## src/design/rcs_pkg.sv

```systemverilog
package rcs_pkg;

   localparam int PIXEL_W        = 8;
   localparam int IMAGE_WIDTH_W  = 12;
   localparam int IMAGE_HEIGHT_W = 16;
   localparam int CSR_DATA_W     = 16;
   localparam int CSR_INDEX_W    = 1;
   localparam int MAX_RESULTS    = 3;
   localparam int RESULT_COUNT_W = 2;

   localparam logic [IMAGE_WIDTH_W-1:0]  IMAGE_WIDTH_RESET  = 12'd640;
   localparam logic [IMAGE_HEIGHT_W-1:0] IMAGE_HEIGHT_RESET = 16'd480;

   localparam logic [CSR_INDEX_W-1:0] CSR_IMAGE_WIDTH  = 1'b0;
   localparam logic [CSR_INDEX_W-1:0] CSR_IMAGE_HEIGHT = 1'b1;

   localparam logic [PIXEL_W-1:0] PIXEL_MAX = 8'd255;
   localparam int                 KERNEL_GAIN = 5;

   typedef struct packed {
      logic [PIXEL_W-1:0] red;
      logic [PIXEL_W-1:0] green;
      logic [PIXEL_W-1:0] blue;
   } pixel_type;

   typedef struct packed {
      logic [PIXEL_W-1:0] pixel_red;
      logic [PIXEL_W-1:0] pixel_green;
      logic [PIXEL_W-1:0] pixel_blue;
   } req_payload_type;

   typedef struct packed {
      logic [PIXEL_W-1:0] sharp_red;
      logic [PIXEL_W-1:0] sharp_green;
      logic [PIXEL_W-1:0] sharp_blue;
      logic               run_last;
      logic               frame_end;
   } rsp_payload_type;

   typedef struct packed {
      logic row_ge1;
      logic first_col;
      logic col_ge2;
      logic last_col;
      logic last_row;
   } stage_flags_type;

endpackage

```

## src/design/rcs_result_queue.sv

```systemverilog
module rcs_result_queue import rcs_pkg::*; (
   input  logic                      clock,
   input  logic                      reset,
   input  logic                      load,
   input  logic [RESULT_COUNT_W-1:0] load_count,
   input  rsp_payload_type           load_items [MAX_RESULTS],
   output logic                      load_ready,
   output logic                      rsp_valid,
   input  logic                      rsp_stall,
   output rsp_payload_type           rsp_payload
);

   logic [RESULT_COUNT_W-1:0] count_ff;
   rsp_payload_type           slot_ff [MAX_RESULTS];
   logic                      pop;

   assign pop        = (count_ff != '0) && !rsp_stall;
   assign load_ready = (count_ff == '0) || (count_ff == RESULT_COUNT_W'(1) && !rsp_stall);

   always_ff @(posedge clock) begin
      if (reset) begin
         count_ff <= '0;
      end else if (load) begin
         count_ff <= load_count;
      end else if (pop) begin
         count_ff <= count_ff - RESULT_COUNT_W'(1);
      end
   end

   always_ff @(posedge clock) begin
      if (load) begin
         slot_ff <= load_items;
      end else if (pop) begin
         for (int i = 0; i < MAX_RESULTS - 1; i++) begin
            slot_ff[i] <= slot_ff[i+1];
         end
      end
   end

   assign rsp_valid   = count_ff != '0;
   assign rsp_payload = slot_ff[0];

endmodule

```

## config.mk

```make
export PLATFORM = sky130hd
export DESIGN_NAME = rcs_result_queue
export DESIGN_NICKNAME = d
export VERILOG_FILES = /design/src/design/rcs_pkg.sv /design/src/design/rcs_result_queue.sv
export SDC_FILE = /design/constraint.sdc
export NUM_CORES = 1
export LEC_CHECK = 0
export BUFFER_PORTS_ARGS = -buffer_cell sky130_fd_sc_hd__buf_2
export CORE_MARGIN = 2
export CORE_UTILIZATION = 45
export DETAILED_ROUTE_END_ITERATION = 12
export GPL_ROUTABILITY_DRIVEN = 0
export PLACE_DENSITY = 0.72
export SYNTH_ARGS = -nofsm -noshare
export SYNTH_HDL_FRONTEND = slang
export SYNTH_SLANG_ARGS = --single-unit
export TNS_END_PERCENT = 100
```

## constraint.sdc

```tcl
create_clock -name clock -period 4.55 [get_ports clock]
set_clock_uncertainty 0.05 [all_clocks]
set_input_delay 0.2275 -clock clock [delete_from_list [all_inputs] [get_ports clock]]
set_output_delay 0.2275 -clock clock [all_outputs]
set_load 0.005 [all_outputs]
```

-- Yosys cells after proc, flatten, opt, wreduce, memory -nomap -nowiden
Index checks and enable logic that the tools add are counted.
- add/sub/neg operators: 1
- eq/ne operators: 1
- mux-type cells: 4
- reductions and logical operators: 7
- operator list (operator ; count):
    52-bit 2-to-1 mux ; 2
    2-bit 2-to-1 mux ; 2
    2-bit nonzero test ; 2
    2-bit by 1-bit == test with 1-bit output (second input constant) ; 1
    1-bit logical AND ; 2
    2-bit logical NOT ; 1
    2-bit by 1-bit subtractor with 2-bit output (second input constant) ; 1
    1-bit logical NOT ; 1
    1-bit logical OR ; 1
- flip-flop bits (word level): 80
- input bits: 84
- output and inout port bits: 28
- logic and storage cells: 29

-- Depth between registers and ports, before layout
- depth in word-level cells: 4
- gate-level depth with buffers: 5
- mapped depth without buffers: 5

-- Worst setup path after synthesis
No wires, ideal clock.
- path kind: register to register
- start point: register count_ff[0]
- end point: register slot_ff (netlist bit rsp_payload[0]) (enable)
- library setup time: 0.472 ns
- arrival time: 3.079 ns
- data required time: 4.028 ns
- slack: 0.949 ns
- stages on the path, launching flop included: 4
- path buffers: 0
- period minus slack after synthesis: 3.601 ns
- cell sequence: dfxtp_1 > inv_1 > ha_1 > o21bai_1
- word-level cells in the longest chain between the ends: 3
- RTL lines (what ; line ; source):
    from (decl) ; rcs_result_queue.sv:13 ; logic [RESULT_COUNT_W-1:0] count_ff;
    from (signal assigned) ; rcs_result_queue.sv:24 ; count_ff <= load_count;
    from (signal assigned) ; rcs_result_queue.sv:26 ; count_ff <= count_ff - RESULT_COUNT_W'(1);
    2-bit nonzero test ; rcs_result_queue.sv:17 ; assign pop = (count_ff != '0) && !rsp_stall;
    1-bit logical AND ; rcs_result_queue.sv:17 ;
    2-bit nonzero test (no line) ; -- ;
    to (signal assigned) ; rcs_result_queue.sv:32 ; slot_ff <= load_items;
    to (signal, indexed assignment) ; rcs_result_queue.sv:35 ; slot_ff[i] <= slot_ff[i+1];
    to (decl) ; rcs_result_queue.sv:14 ; rsp_payload_type slot_ff [MAX_RESULTS];
Every way passes these cells.
A chain may end at the register's enable or synchronous reset.

-- Worst setup path in the final report
- start point: register count_ff[0]
- end point: register slot_ff[37] in the netlist's numbering (enable)
The elaborated chain is that of the path after synthesis.

==> summary.txt <==
Cells and area
  • Fill cells: 591
  • Final net count: 376
  • Layout area overhead: 26.62%
  • Diodes inserted: 0
  • Proportion of layout cells with a drive suffix above 1: 0.6136

Synthesis
  • Post-Syn Instances: 181
  • Top-area cell type share of the netlist area: 0.7078
  • Net Count, Synth: 267
  • FF+latch count, synth: 80
  • Post-synth top area cell: edfxtp_1
  • Unique cell type count in the Yosys netlist: 16
  • Top post-synthesis cells by area: edfxtp_1 71%, mux2_2 18%, buf_4 6.6%
  • Post-synthesis sequential area ratio: 0.7198
  • Yosys warns: 0
  • Synthesized area: 0.003309 mm^2
  • Synth Area per Inst: 18.28 um^2

Die
  • Core Rows: 31
  • Starting density of the core: 0.4612
  • Core area: 0.007176 mm^2
  • Die area: 0.008056 mm^2
  • Die X-Extent: 89.76 um
  • I/O Pins: 112
  • Chip height: 89.76 um

Clocking
  • CTS root buffer: clkbuf_8
  • CTS buffer count: 9
  • Hold buffers post-CTS: 11
  • CTS sink cnt: 80
  • Setup bufs post-CTS: 0
  • Skew-Pair Late Insertion Delay: 340 ps
  • CTS tree: done
  • Post-CTS resize count: 0
  • H-tree Lvls: 3
  • CTS max path bufs: 2
  • Clock slew at reported path FFs: 80 ps

STA
  • Crit path time final: 2138 ps
  • Setup TNS: 0 ps
  • Endpoints failing setup: 0
  • Tcrit/Tclk final: 0.4699
  • RSZ-0062 raised after global routing: no
  • Worst slew margin: 0.3335
  • Final hold violation count: 0
  • Pin slew with the least headroom to its limit: 999.8 ps
  • Fmax achieved: 467.7 MHz
  • Final max-slew violation count: 0

Critical path
  • FF-to-FF End: slot_ff[37]$_DFFE_PP_
  • WP data arrival: 2070 ps
  • R2R depth: 4
  • Setup crit end kind: register
  • Crit Reg-Reg Startpoint: count_ff[0]$_SDFFE_PP0P_
  • CP Class: reg -> reg
  • Startpoint types: register
  • Data required time at the worst endpoint: 4480 ps
  • R2R Setup Slk: 2410 ps
  • Crit-path max FO: 34
  • Critical path, cell by cell: inv_1 > ha_1 > o21bai_4 > buf_4
  • Max incr delay on CP: 510 ps
  • Slowest cell on the critical path: o21bai_4

Pwr
  • Maximum vdd drop: 0.0002323 V
  • P_leak: 1.681 nW
  • Final Power: 1.680 mW
  • P per Cell Area: 401.0 mW/mm^2

Placed design
  • Post-DP HPWL: 3.698 mm
  • PortBufs: 111

Run
  • Max_cap viols: 0

GRT
  • Global-route wire length before repair: 9.025 mm
  • Pin count of the biggest net entering global routing: 84
  • Initial antenna violation count: 1
  • Total congestion overflow: 0
  • Vias in the first global route: 1859
  • GRT Overall Usage: 0.1436

Routing
  • Vias: 1817
  • Post-route DRC: 0
  • Routed WL: 5.656 mm
  • First-pass iteration count of the detailed router: 4
  • DRT antenna net count: 0
  • Vias per cell: 4.612
  • Initial DRC count: 62
  • Per-cell routed wire length: 14.36 um

Min path
  • Hold Path End: slot_ff[16]$_DFFE_PP_
  • Hold Crit Class: in -> reg
  • HP Start: load_items[16]
  • Hold depth: 1

Outcome
  • Status: complete, no violations
-- synthesized netlist by cell type --
cell	count
a21o_1	2
or3_1	1
inv_1	4
nand2_1	2
o21bai_1	1
ha_1	2
edfxtp_1	78
or4_1	1
o21ai_0	1
dfxtp_1	2
buf_2	3
mux2_2	52
buf_4	29
a21oi_1	1
a31oi_1	1
a211o_1	1
-- cells by family after synthesis --
family | after synthesis | share of synthesized area
flip-flops | 80 | 0.7199
multiplexers | 52 | 0.1769
buffers and inverters | 36 | 0.07486
AO/OA/AOI/OAI | 7 | 0.01437
AND/OR/NAND/NOR | 4 | 0.006430
adder cells (fa/ha/maj) | 2 | 0.007560
-- sequential cells by signal, summed over array words and instances, names as in the netlist --
signal       count
count_ff         2
slot_ff         52
rsp_payload     26
-- stage by stage --
stage               setup WS (ps)  hold WS [ps]  instances  cell area (um^2)    util
floorplan                   948.9         246.6        181              3309       -
global placement             2457         354.6        361              3785  0.5275
detailed placement           2384         355.6        361              3785  0.5275
CTS                          2379        0.1800        388              4130  0.5756
global route                 2258        0.4161        394              4190  0.5840
finish                       2412         16.86        394              4190  0.5840
-- layer usage --
layer / global-route usage / vias up / share of wire / routed length (um)
met5: 0 / - / 0 / 0
met3: 0.04107 / 13 / 0.067 / 378
met1: 0.1782 / 853 / 0.40 / 2283
met2: 0.2285 / 73 / 0.50 / 2843
li1: - / 878 / - / -
met4: 0.07821 / 0 / 0.027 / 151
-- final cells by class --
cell class | instances | area (um^2) | share of cell area
clock buffers | 10 | 127.6 | 0.03046
clock inverters | 6 | 107.6 | 0.02568
inverters | 4 | 15.01 | 0.003583
multi-input cells | 65 | 690.7 | 0.1648
flip-flops and latches | 80 | 2382 | 0.5685
well taps | 99 | 123.9 | 0.02956
repair buffers | 130 | 743.2 | 0.1774
-- where the power goes --
part	internal, mW	total, mW	switching, mW	leakage, nW
logic	0.0948	0.163	0.0687	0.778
clock network	0.363	0.610	0.247	0.116
registers	0.890	0.907	0.0169	0.787
-- critical path, delay by kind of cell, from the launching register on --
family | cells | cell delay [ps]
fa+ha+maj | 1 | 280
flops | 1 | 370
buf+inv | 2 | 560
compound gates | 1 | 510
-- placed cells by master (no fill, tap or decap) --
master | synthesis | routed
mux2_2 | 52 | 52
a211o_1 | 1 | 1
dfxtp_1 | 2 | 2
clkbuf_8 | 0 | 9
clkbuf_1 | 0 | 1
inv_1 | 4 | 4
nand2_1 | 2 | 2
a21o_1 | 2 | 2
o21bai_4 | 0 | 1
or3_1 | 1 | 1
buf_4 | 29 | 3
bufinv_16 | 0 | 3
ha_1 | 2 | 2
a21oi_1 | 1 | 1
dlygate4sd3_1 | 0 | 17
clkinvlp_4 | 0 | 1
clkinv_2 | 0 | 2
or4_1 | 1 | 1
edfxtp_1 | 78 | 78
a31oi_1 | 1 | 1
o21ai_0 | 1 | 1
buf_2 | 3 | 110
-- how the worst max path moves through the flow --
stage / from / endpoint / slack [ps] / cells after the start
2_1_floorplan: count_ff[0]$_SDFFE_PP0P_ / rsp_payload[0]$_DFFE_PP_ / 950 / 3
3_3_place_gp: count_ff[0]$_SDFFE_PP0P_ / rsp_payload[10]$_DFFE_PP_ / 2460 / 4
3_5_place_dp: count_ff[0]$_SDFFE_PP0P_ / rsp_payload[10]$_DFFE_PP_ / 2380 / 4
4_1_cts: count_ff[0]$_SDFFE_PP0P_ / rsp_payload[4]$_DFFE_PP_ / 2380 / 4
5_1_grt: count_ff[0]$_SDFFE_PP0P_ / slot_ff[37]$_DFFE_PP_ / 2260 / 4
6_report: count_ff[0]$_SDFFE_PP0P_ / slot_ff[37]$_DFFE_PP_ / 2410 / 4
Note: power is estimated with default switching activity, not from simulation.
