### config.mk
export PLATFORM = sky130hd
export DESIGN_NAME = rcs_kernel
export DESIGN_NICKNAME = d
export VERILOG_FILES = /design/src/design/rcs_pkg.sv /design/src/design/rcs_kernel.sv
export SDC_FILE = /design/constraint.sdc
export NUM_CORES = 1
export LEC_CHECK = 0
export BUFFER_PORTS_ARGS = -buffer_cell sky130_fd_sc_hd__clkbuf_2
export CAP_MARGIN = 20
export CORE_MARGIN = 1.5
export CORE_UTILIZATION = 40
export DETAILED_ROUTE_END_ITERATION = 10
export SETUP_SLACK_MARGIN = 0.5
export SLEW_MARGIN = 20
export SYNTH_ARGS = -nofsm -noshare
export SYNTH_HDL_FRONTEND = slang
export SYNTH_SLANG_ARGS = --single-unit
### constraint.sdc
create_clock -name vclk -period 13.6
set_input_delay 0.68 -clock vclk [all_inputs]
set_output_delay 0.68 -clock vclk [all_outputs]
set_load 0.02 [all_outputs]
### src/design/rcs_pkg.sv
package rcs_pkg;

   localparam int PIXEL_W        = 8;
   localparam int IMAGE_WIDTH_W  = 12;
   localparam int IMAGE_HEIGHT_W = 16;
   localparam int CSR_DATA_W     = 16;
   localparam int CSR_INDEX_W    = 1;
   localparam int MAX_RESULTS    = 3;
   localparam int RESULT_COUNT_W = 2;

   localparam logic [IMAGE_WIDTH_W-1:0]  IMAGE_WIDTH_RESET  = 12'd640;
   localparam logic [IMAGE_HEIGHT_W-1:0] IMAGE_HEIGHT_RESET = 16'd480;

   localparam logic [CSR_INDEX_W-1:0] CSR_IMAGE_WIDTH  = 1'b0;
   localparam logic [CSR_INDEX_W-1:0] CSR_IMAGE_HEIGHT = 1'b1;

   localparam logic [PIXEL_W-1:0] PIXEL_MAX = 8'd255;
   localparam int                 KERNEL_GAIN = 5;

   typedef struct packed {
      logic [PIXEL_W-1:0] red;
      logic [PIXEL_W-1:0] green;
      logic [PIXEL_W-1:0] blue;
   } pixel_type;

   typedef struct packed {
      logic [PIXEL_W-1:0] pixel_red;
      logic [PIXEL_W-1:0] pixel_green;
      logic [PIXEL_W-1:0] pixel_blue;
   } req_payload_type;

   typedef struct packed {
      logic [PIXEL_W-1:0] sharp_red;
      logic [PIXEL_W-1:0] sharp_green;
      logic [PIXEL_W-1:0] sharp_blue;
      logic               run_last;
      logic               frame_end;
   } rsp_payload_type;

   typedef struct packed {
      logic row_ge1;
      logic first_col;
      logic col_ge2;
      logic last_col;
      logic last_row;
   } stage_flags_type;

endpackage

### src/design/rcs_kernel.sv
module rcs_kernel import rcs_pkg::*; (
   input  pixel_type centre,
   input  pixel_type up,
   input  pixel_type down,
   input  pixel_type left,
   input  pixel_type right,
   output pixel_type result
);

   function automatic logic [PIXEL_W-1:0] sharpen_chan(
      input logic [PIXEL_W-1:0] c,
      input logic [PIXEL_W-1:0] u,
      input logic [PIXEL_W-1:0] d,
      input logic [PIXEL_W-1:0] l,
      input logic [PIXEL_W-1:0] r
   );
      logic [11:0] pos;
      logic [11:0] neg;
      logic [11:0] diff;
      logic [PIXEL_W-1:0] clamped;
      pos  = 12'(KERNEL_GAIN) * {4'b0, c};
      neg  = {4'b0, u} + {4'b0, d} + {4'b0, l} + {4'b0, r};
      diff = pos - neg;
      if (diff[11]) begin
         clamped = '0;
      end else if (diff > {4'b0, PIXEL_MAX}) begin
         clamped = PIXEL_MAX;
      end else begin
         clamped = diff[PIXEL_W-1:0];
      end
      return clamped;
   endfunction

   assign result.red   = sharpen_chan(centre.red, up.red, down.red, left.red, right.red);
   assign result.green = sharpen_chan(centre.green, up.green, down.green, left.green,
                                      right.green);
   assign result.blue  = sharpen_chan(centre.blue, up.blue, down.blue, left.blue, right.blue);

endmodule

Word level (Yosys, flattened, before mapping). Index checks and enable logic that the tools add are counted. Widths: inputs -> output; s select.

Memory bits (read-only): 0. Memories: 0. Register bits after elaboration: 0. Bits in latches: 0. Input bits: 120. Output and inout bits: 24. Logic and storage cells: 24. Bits in writable memories: 0.

Reduce and logical (&&, ||, !) cells: 0. Bitwise gates (word level): 0. Divide/modulo/power cells: 0. Magnitude comparators: 3. Shifts and indexed selects: 0. Multipliers: 3. Mux-type cells: 6. Eq/ne operators: 0. Add/sub/neg operators: 12.

Operator list (number): $mux 8 (6); $gt 12x8->1 const B (3); $sub 11x11->12 (3); $add 10x8->11 (3); $mul 3x8->11 const A (3); $add 9x8->10 (3); $add 8x8->9 (3).

Longest topological paths before layout. Gate-level depths: netlist (run 1).

Depth in word-level cells: 7. Gate-level depth with buffers: 19. Mapped depth without buffers: 18.

Worst setup path after synthesis (run 1). Ideal clock, no wire load.

Path type: input port to output port. From: in down[12] in the netlist's numbering. To: out result[10] in the netlist's numbering. Arrival: 4.727 ns. Required time: 12.920 ns. Buffers on the path: 0. Slack: 8.193 ns. Stages: 14. Cell sequence: inv_1 > fa_1 > fa_1 > fa_1 > inv_1 > fa_1 > inv_1 > ha_1 > o211ai_1 > a21oi_1 > o311a_1 > or4_1 > o311a_1 > a21oi_1.

RTL lines: start, declared (RTL line rcs_kernel.sv:4) `input pixel_type down,`; end, declared (RTL line rcs_kernel.sv:7) `output pixel_type result`.

==> results.ini, run 1 <==
[run_status]
status=finished, final reports clean

[clock_network]
cts-resized-gates=0
postCtsSetupBuffers=0
postCtsHoldBufs=0

[power]
irDropWorstVdd_mv=0.171
p_leak_nw=3.48
power.density_mw_per_mm2=199

[setup_path]
critPathLaunchType=input pin
max_stage_delay_ns=0.58
crit_slowest_cell=or4_1
required_ns=12.92
cp_cell_sequence=clkbuf_2 -> inv_1 -> fa_1 -> inv_1 -> fa_1 -> inv_1 -> fa_1 -> inv_1 -> fa_1 -> inv_1 -> ha_1 -> a211oi_1 -> nor2_1 -> a311oi_2 -> xnor2_1 -> or4_1 -> o21a_1 -> clkbuf_2
path_class=input pin to output pin
crit_path_max_fanout=8
arrival_ns=5.11
cp_common_cell=inv_1
end_kind=output pin

[sta]
fmax_mhz=173
finalHoldViolCount=0
setup_viol=0
tns_ns=0
fin_crit_ns=5.79
grt_setup_unrepaired=false
slew_headroom_pct=55.1
drv_slew=0
worstMarginPinSlew_ns=0.672
post-route-period-util_pct=42.6

[yosys]
synth.avg_cell_area_um2=8.14
syn_inst=577
ys_types=37
syn_area_mm2=0.00470
yosysSeqAreaShare_pct=0
synth_fp_nets=856
yosysWarnings=0

[placement]
placed_area_mm2=0.00559
port_buffers=144
hpwl_mm=8.52
gp_congestion=0.760

[job]
cap_violations=0

[layout]
n_sequential_cell=0
mostFrequentLayoutCell=inv_1
clkbuf_count=0
syn2layout_area_growth_pct=19.0
diodes=0
register_area_um2=0
final_cell_mix=inv_1 (259), clkbuf_2 (144), fa_1 (90)
final_area_mm2=0.00559
finish.net_count=1000
drive_above_1_share_pct=20.9

[global_routing]
grt_pass1_wl_mm=16.5
grtUsageTotal_pct=15.2
grt_max_degree=9
grt-ovfl-total=0
antenna_found_initial=0
grt_pass1_vias=4065

[detailed_routing]
wl_per_cell_um=10.2
route.detailed.drc=0
ant_nets=0
drt_iter0_drc=117
routed_via_density=4.47
dr.pass1.iters=4
wl_mm=8.81
vias=3853

[floorplanning]
die_h_um=111
rows=39
die_area_mm2=0.0124
start_util_pct=41.1
die_w_um=111
ios=144
core_mm2=0.0114

[min_path]
hold_path.class=input pin to output pin

## kinds of logic (layout without fill, tap and decap cells)
| family | count (synthesis) | after routing | synth area share, % |
|---|---|---|---|
| AOI/OAI and AO/OA | 92 | 92 | 13.3 |
| adders and majority gates | 159 | 159 | 56.8 |
| xor gates and xnor gates | 21 | 21 | 3.92 |
| buffers and inverters | 261 | 403 | 20.9 |
| and+or+nand+nor | 42 | 42 | 4.72 |
| muxes | 2 | 2 | 0.426 |
## through the flow
step	hold WS, ns	std cells	utilization [%]	setup slack, ns	power (mW)
3_5_place_dp	1.82	862	48.9	7.76	1.12
6_report	1.82	862	48.9	7.81	1.11
5_1_grt	1.85	862	48.9	7.49	1.27
2_1_floorplan	1.63	577	-	8.19	0.865
4_1_cts	1.82	862	48.9	7.76	1.13
3_3_place_gp	1.82	862	48.9	7.87	1.09
## layout make-up
type	count	area, µm²
fill	1157	5830
inverter	259	972
multi-input combinational	316	3710
tap	143	179
timing repair buffer	144	721
## routing by layer
layer  GRT usage [%]  up-vias  routed length (µm)
li1                -     1973                   -
met1            19.6     1808                3800
met2            29.5       72                4650
met3            1.09        0                 358
met4           0.169        0                   0
met5               0        -                   0
## report_power, final
group	switching, mW	total, mW	internal (mW)
logic	0.646	1.11	0.464
registers	0	0	0
clock network	0	0	0
total	0.646	1.11	0.464
## cells in the mapped netlist (all sizes together)
cell | instances | area, µm²
buf | 1 | 5.00
and3 | 1 | 6.26
o22ai | 2 | 12.5
o311a | 4 | 40.0
nand2b | 8 | 50.1
a21oi | 29 | 145
and2 | 1 | 6.26
or4 | 2 | 15.0
nand4 | 1 | 6.26
a311oi | 2 | 23.8
clkbuf | 1 | 3.75
nor3b | 1 | 7.51
xnor2 | 11 | 96.3
o21bai | 1 | 7.51
o21ai | 11 | 58.8
o21a | 18 | 135
mux2i | 2 | 20.0
nand2 | 9 | 33.8
a211oi | 7 | 62.6
ha | 69 | 863
o211ai | 8 | 60.1
nor2b | 2 | 12.5
a21o | 7 | 53.8
fa | 90 | 1800
inv | 259 | 972
nand3b | 3 | 22.5
or4b | 1 | 10.0
a211o | 1 | 8.76
nor2 | 11 | 41.3
xor2 | 10 | 87.6
nor3 | 2 | 10.0
a21boi | 1 | 7.51
o2111ai | 1 | 8.76
## critical path: cells and delay by family
family                   cells  cell delay, ns
adder cells (fa/ha/maj)      5            2.46
AO/OA/AOI/OAI                3            0.73
AND/OR/NAND/NOR              2            0.67
buffers and inverters        7            0.46
XOR/XNOR                     1            0.09
## path summary, 6_finish.rpt
check,start,to,cells past startpoint
max,down[7],result[1],18
min,up[8],result[8],4
Note: power is estimated with default switching activity, not from simulation.
==> inputs of run 2 (changes only) <==
Clock period 13.6 ns to 5.75 ns, I/O delays scaled along.
==> results.ini, run 2 (synthesized netlist as in run 1, its figures left out) <==
[sta]
post-route-period-util_pct=86.2
fin_crit_ns=4.96
fin_ws_ns=0.795  ; -7.01 ns
fmax_mhz=202
setup_viol=0  ; unchanged
finalHoldViolCount=0  ; unchanged
drv_slew=0  ; unchanged
worstMarginPinSlew_ns=0.724  ; +0.0518 ns
slew_headroom_pct=51.6  ; -3.5 points
holdWs_ns=1.03  ; -0.787 ns
tns_ns=0  ; unchanged
grt_setup_unrepaired=false

[setup_path]
path_class=input pin to output pin
required_ns=5.46  ; -7.46 ns
arrival_ns=4.67  ; -0.44 ns
critPathLaunchType=input pin
crit_path_max_fanout=8  ; unchanged
end_kind=output pin

[floorplanning]
die_area_mm2=0.0124  ; unchanged
core_mm2=0.0114  ; unchanged
die_h_um=111  ; unchanged
start_util_pct=41.1  ; unchanged
ios=144  ; unchanged
die_w_um=111  ; unchanged
rows=39  ; unchanged

[placement]
hpwl_mm=8.53  ; +0.15%
gp_congestion=0.760  ; unchanged
port_buffers=144  ; unchanged
preCtsSetupSlack_ns=0.711  ; -7.05 ns
placedCellCount=862  ; unchanged

[global_routing]
grt-ovfl-total=0  ; unchanged
grtUsageTotal_pct=14.6  ; -0.57 points
antenna_found_initial=0  ; unchanged
grt_max_degree=9  ; unchanged
grt_pass1_wl_mm=15.9  ; -3.4%
grt_pass1_vias=4070  ; +0.12%

[layout]
register_area_um2=0  ; unchanged
final_cell_mix=inv_1 (259), clkbuf_2 (144), fa_1 (90)
clkbuf_count=0  ; unchanged
syn2layout_area_growth_pct=19.1  ; about the same
multi_input_area_mm2=0.00372  ; +0.10%
diodes=0  ; unchanged
n_fill_cell=1166  ; +0.78%
drive_above_1_share_pct=21.0  ; +0.14 points
fin_cells=862  ; unchanged
finish.net_count=1000  ; unchanged
n_sequential_cell=0  ; unchanged
mostFrequentLayoutCell=inv_1

[power]
power.total_mw=2.64  ; +140%
irDropWorstVdd_mv=0.373  ; +120%
power.density_mw_per_mm2=473  ; +140%
p_leak_nw=3.48  ; about the same

[clock_network]
postCtsSetupBuffers=0  ; unchanged
cts-resized-gates=0  ; unchanged
postCtsHoldBufs=0  ; unchanged

[run_status]
status=finished, final reports clean

[min_path]
hold_path.class=input pin to output pin

[detailed_routing]
wl_per_cell_um=10.2  ; -0.11%
route.detailed.drc=0  ; unchanged
vias=3888  ; +0.91%
met3_length_um=340  ; -5.0%
dr_wl_met2_mm=4.69  ; +0.99%
wl_met1_mm=3.74  ; -1.5%
ant_nets=0  ; unchanged
drt_iter0_drc=111  ; -5.1%
dr.pass1.iters=4  ; unchanged
routed.top_layer=met4
routed_via_density=4.51  ; +0.91%
wl_mm=8.80  ; -0.11%

[job]
cap_violations=0  ; unchanged

==> run 2: cell types whose count changed in the layout (fill, tap and decap cells not counted) <==
cell	previous run	this run
or4_1	2	1
or4_4	0	1
==> run 2: worst max-delay path, stage by stage <==
cell and delay [ns]:
clkbuf_2 0.07, inv_1 0.04, fa_1 0.53, inv_1 0.05
fa_1 0.50, inv_1 0.04, ha_1 0.28, inv_1 0.07
fa_1 0.40, inv_1 0.07, ha_1 0.20, inv_1 0.07
fa_1 0.41, nand2b_1 0.18, a21oi_1 0.17, a211oi_2 0.08
o211ai_1 0.21, xor2_1 0.61, o21a_1 0.22, clkbuf_2 0.16
==> run 2: path summary, 6_finish.rpt <==
kind,slack [ns],cells past startpoint,startpoint,endpoint
worst max-delay path,0.79,20,down[1],result[0]
worst min-delay path,1.03,4,up[8],result[8]
==> run 2: through the flow <==
step	utilization, %	area (µm²)
final	49.0	5590
after global routing	49.0	5590
after CTS	48.9	5590
after detailed placement	48.9	5590
after global placement	48.9	5590
after floorplan	-	4700
==> run 2: final cells by class <==
class	count	area share, %
timing repair buffer	144	12.9
inverter	259	17.4
tap	143	3.20
multi-input combinational	316	66.5
==> run 2: layer usage <==
layer	vias up	track usage [%]
met5	-	0
met4	0	0.506
met3	2	1.14
met2	77	29.2
met1	1835	18.0
li1	1974	-
==> run 2: power breakdown <==
part / internal, mW / switching (mW)
registers: 0 / 0
clock network: 0 / 0
logic: 1.11 / 1.54
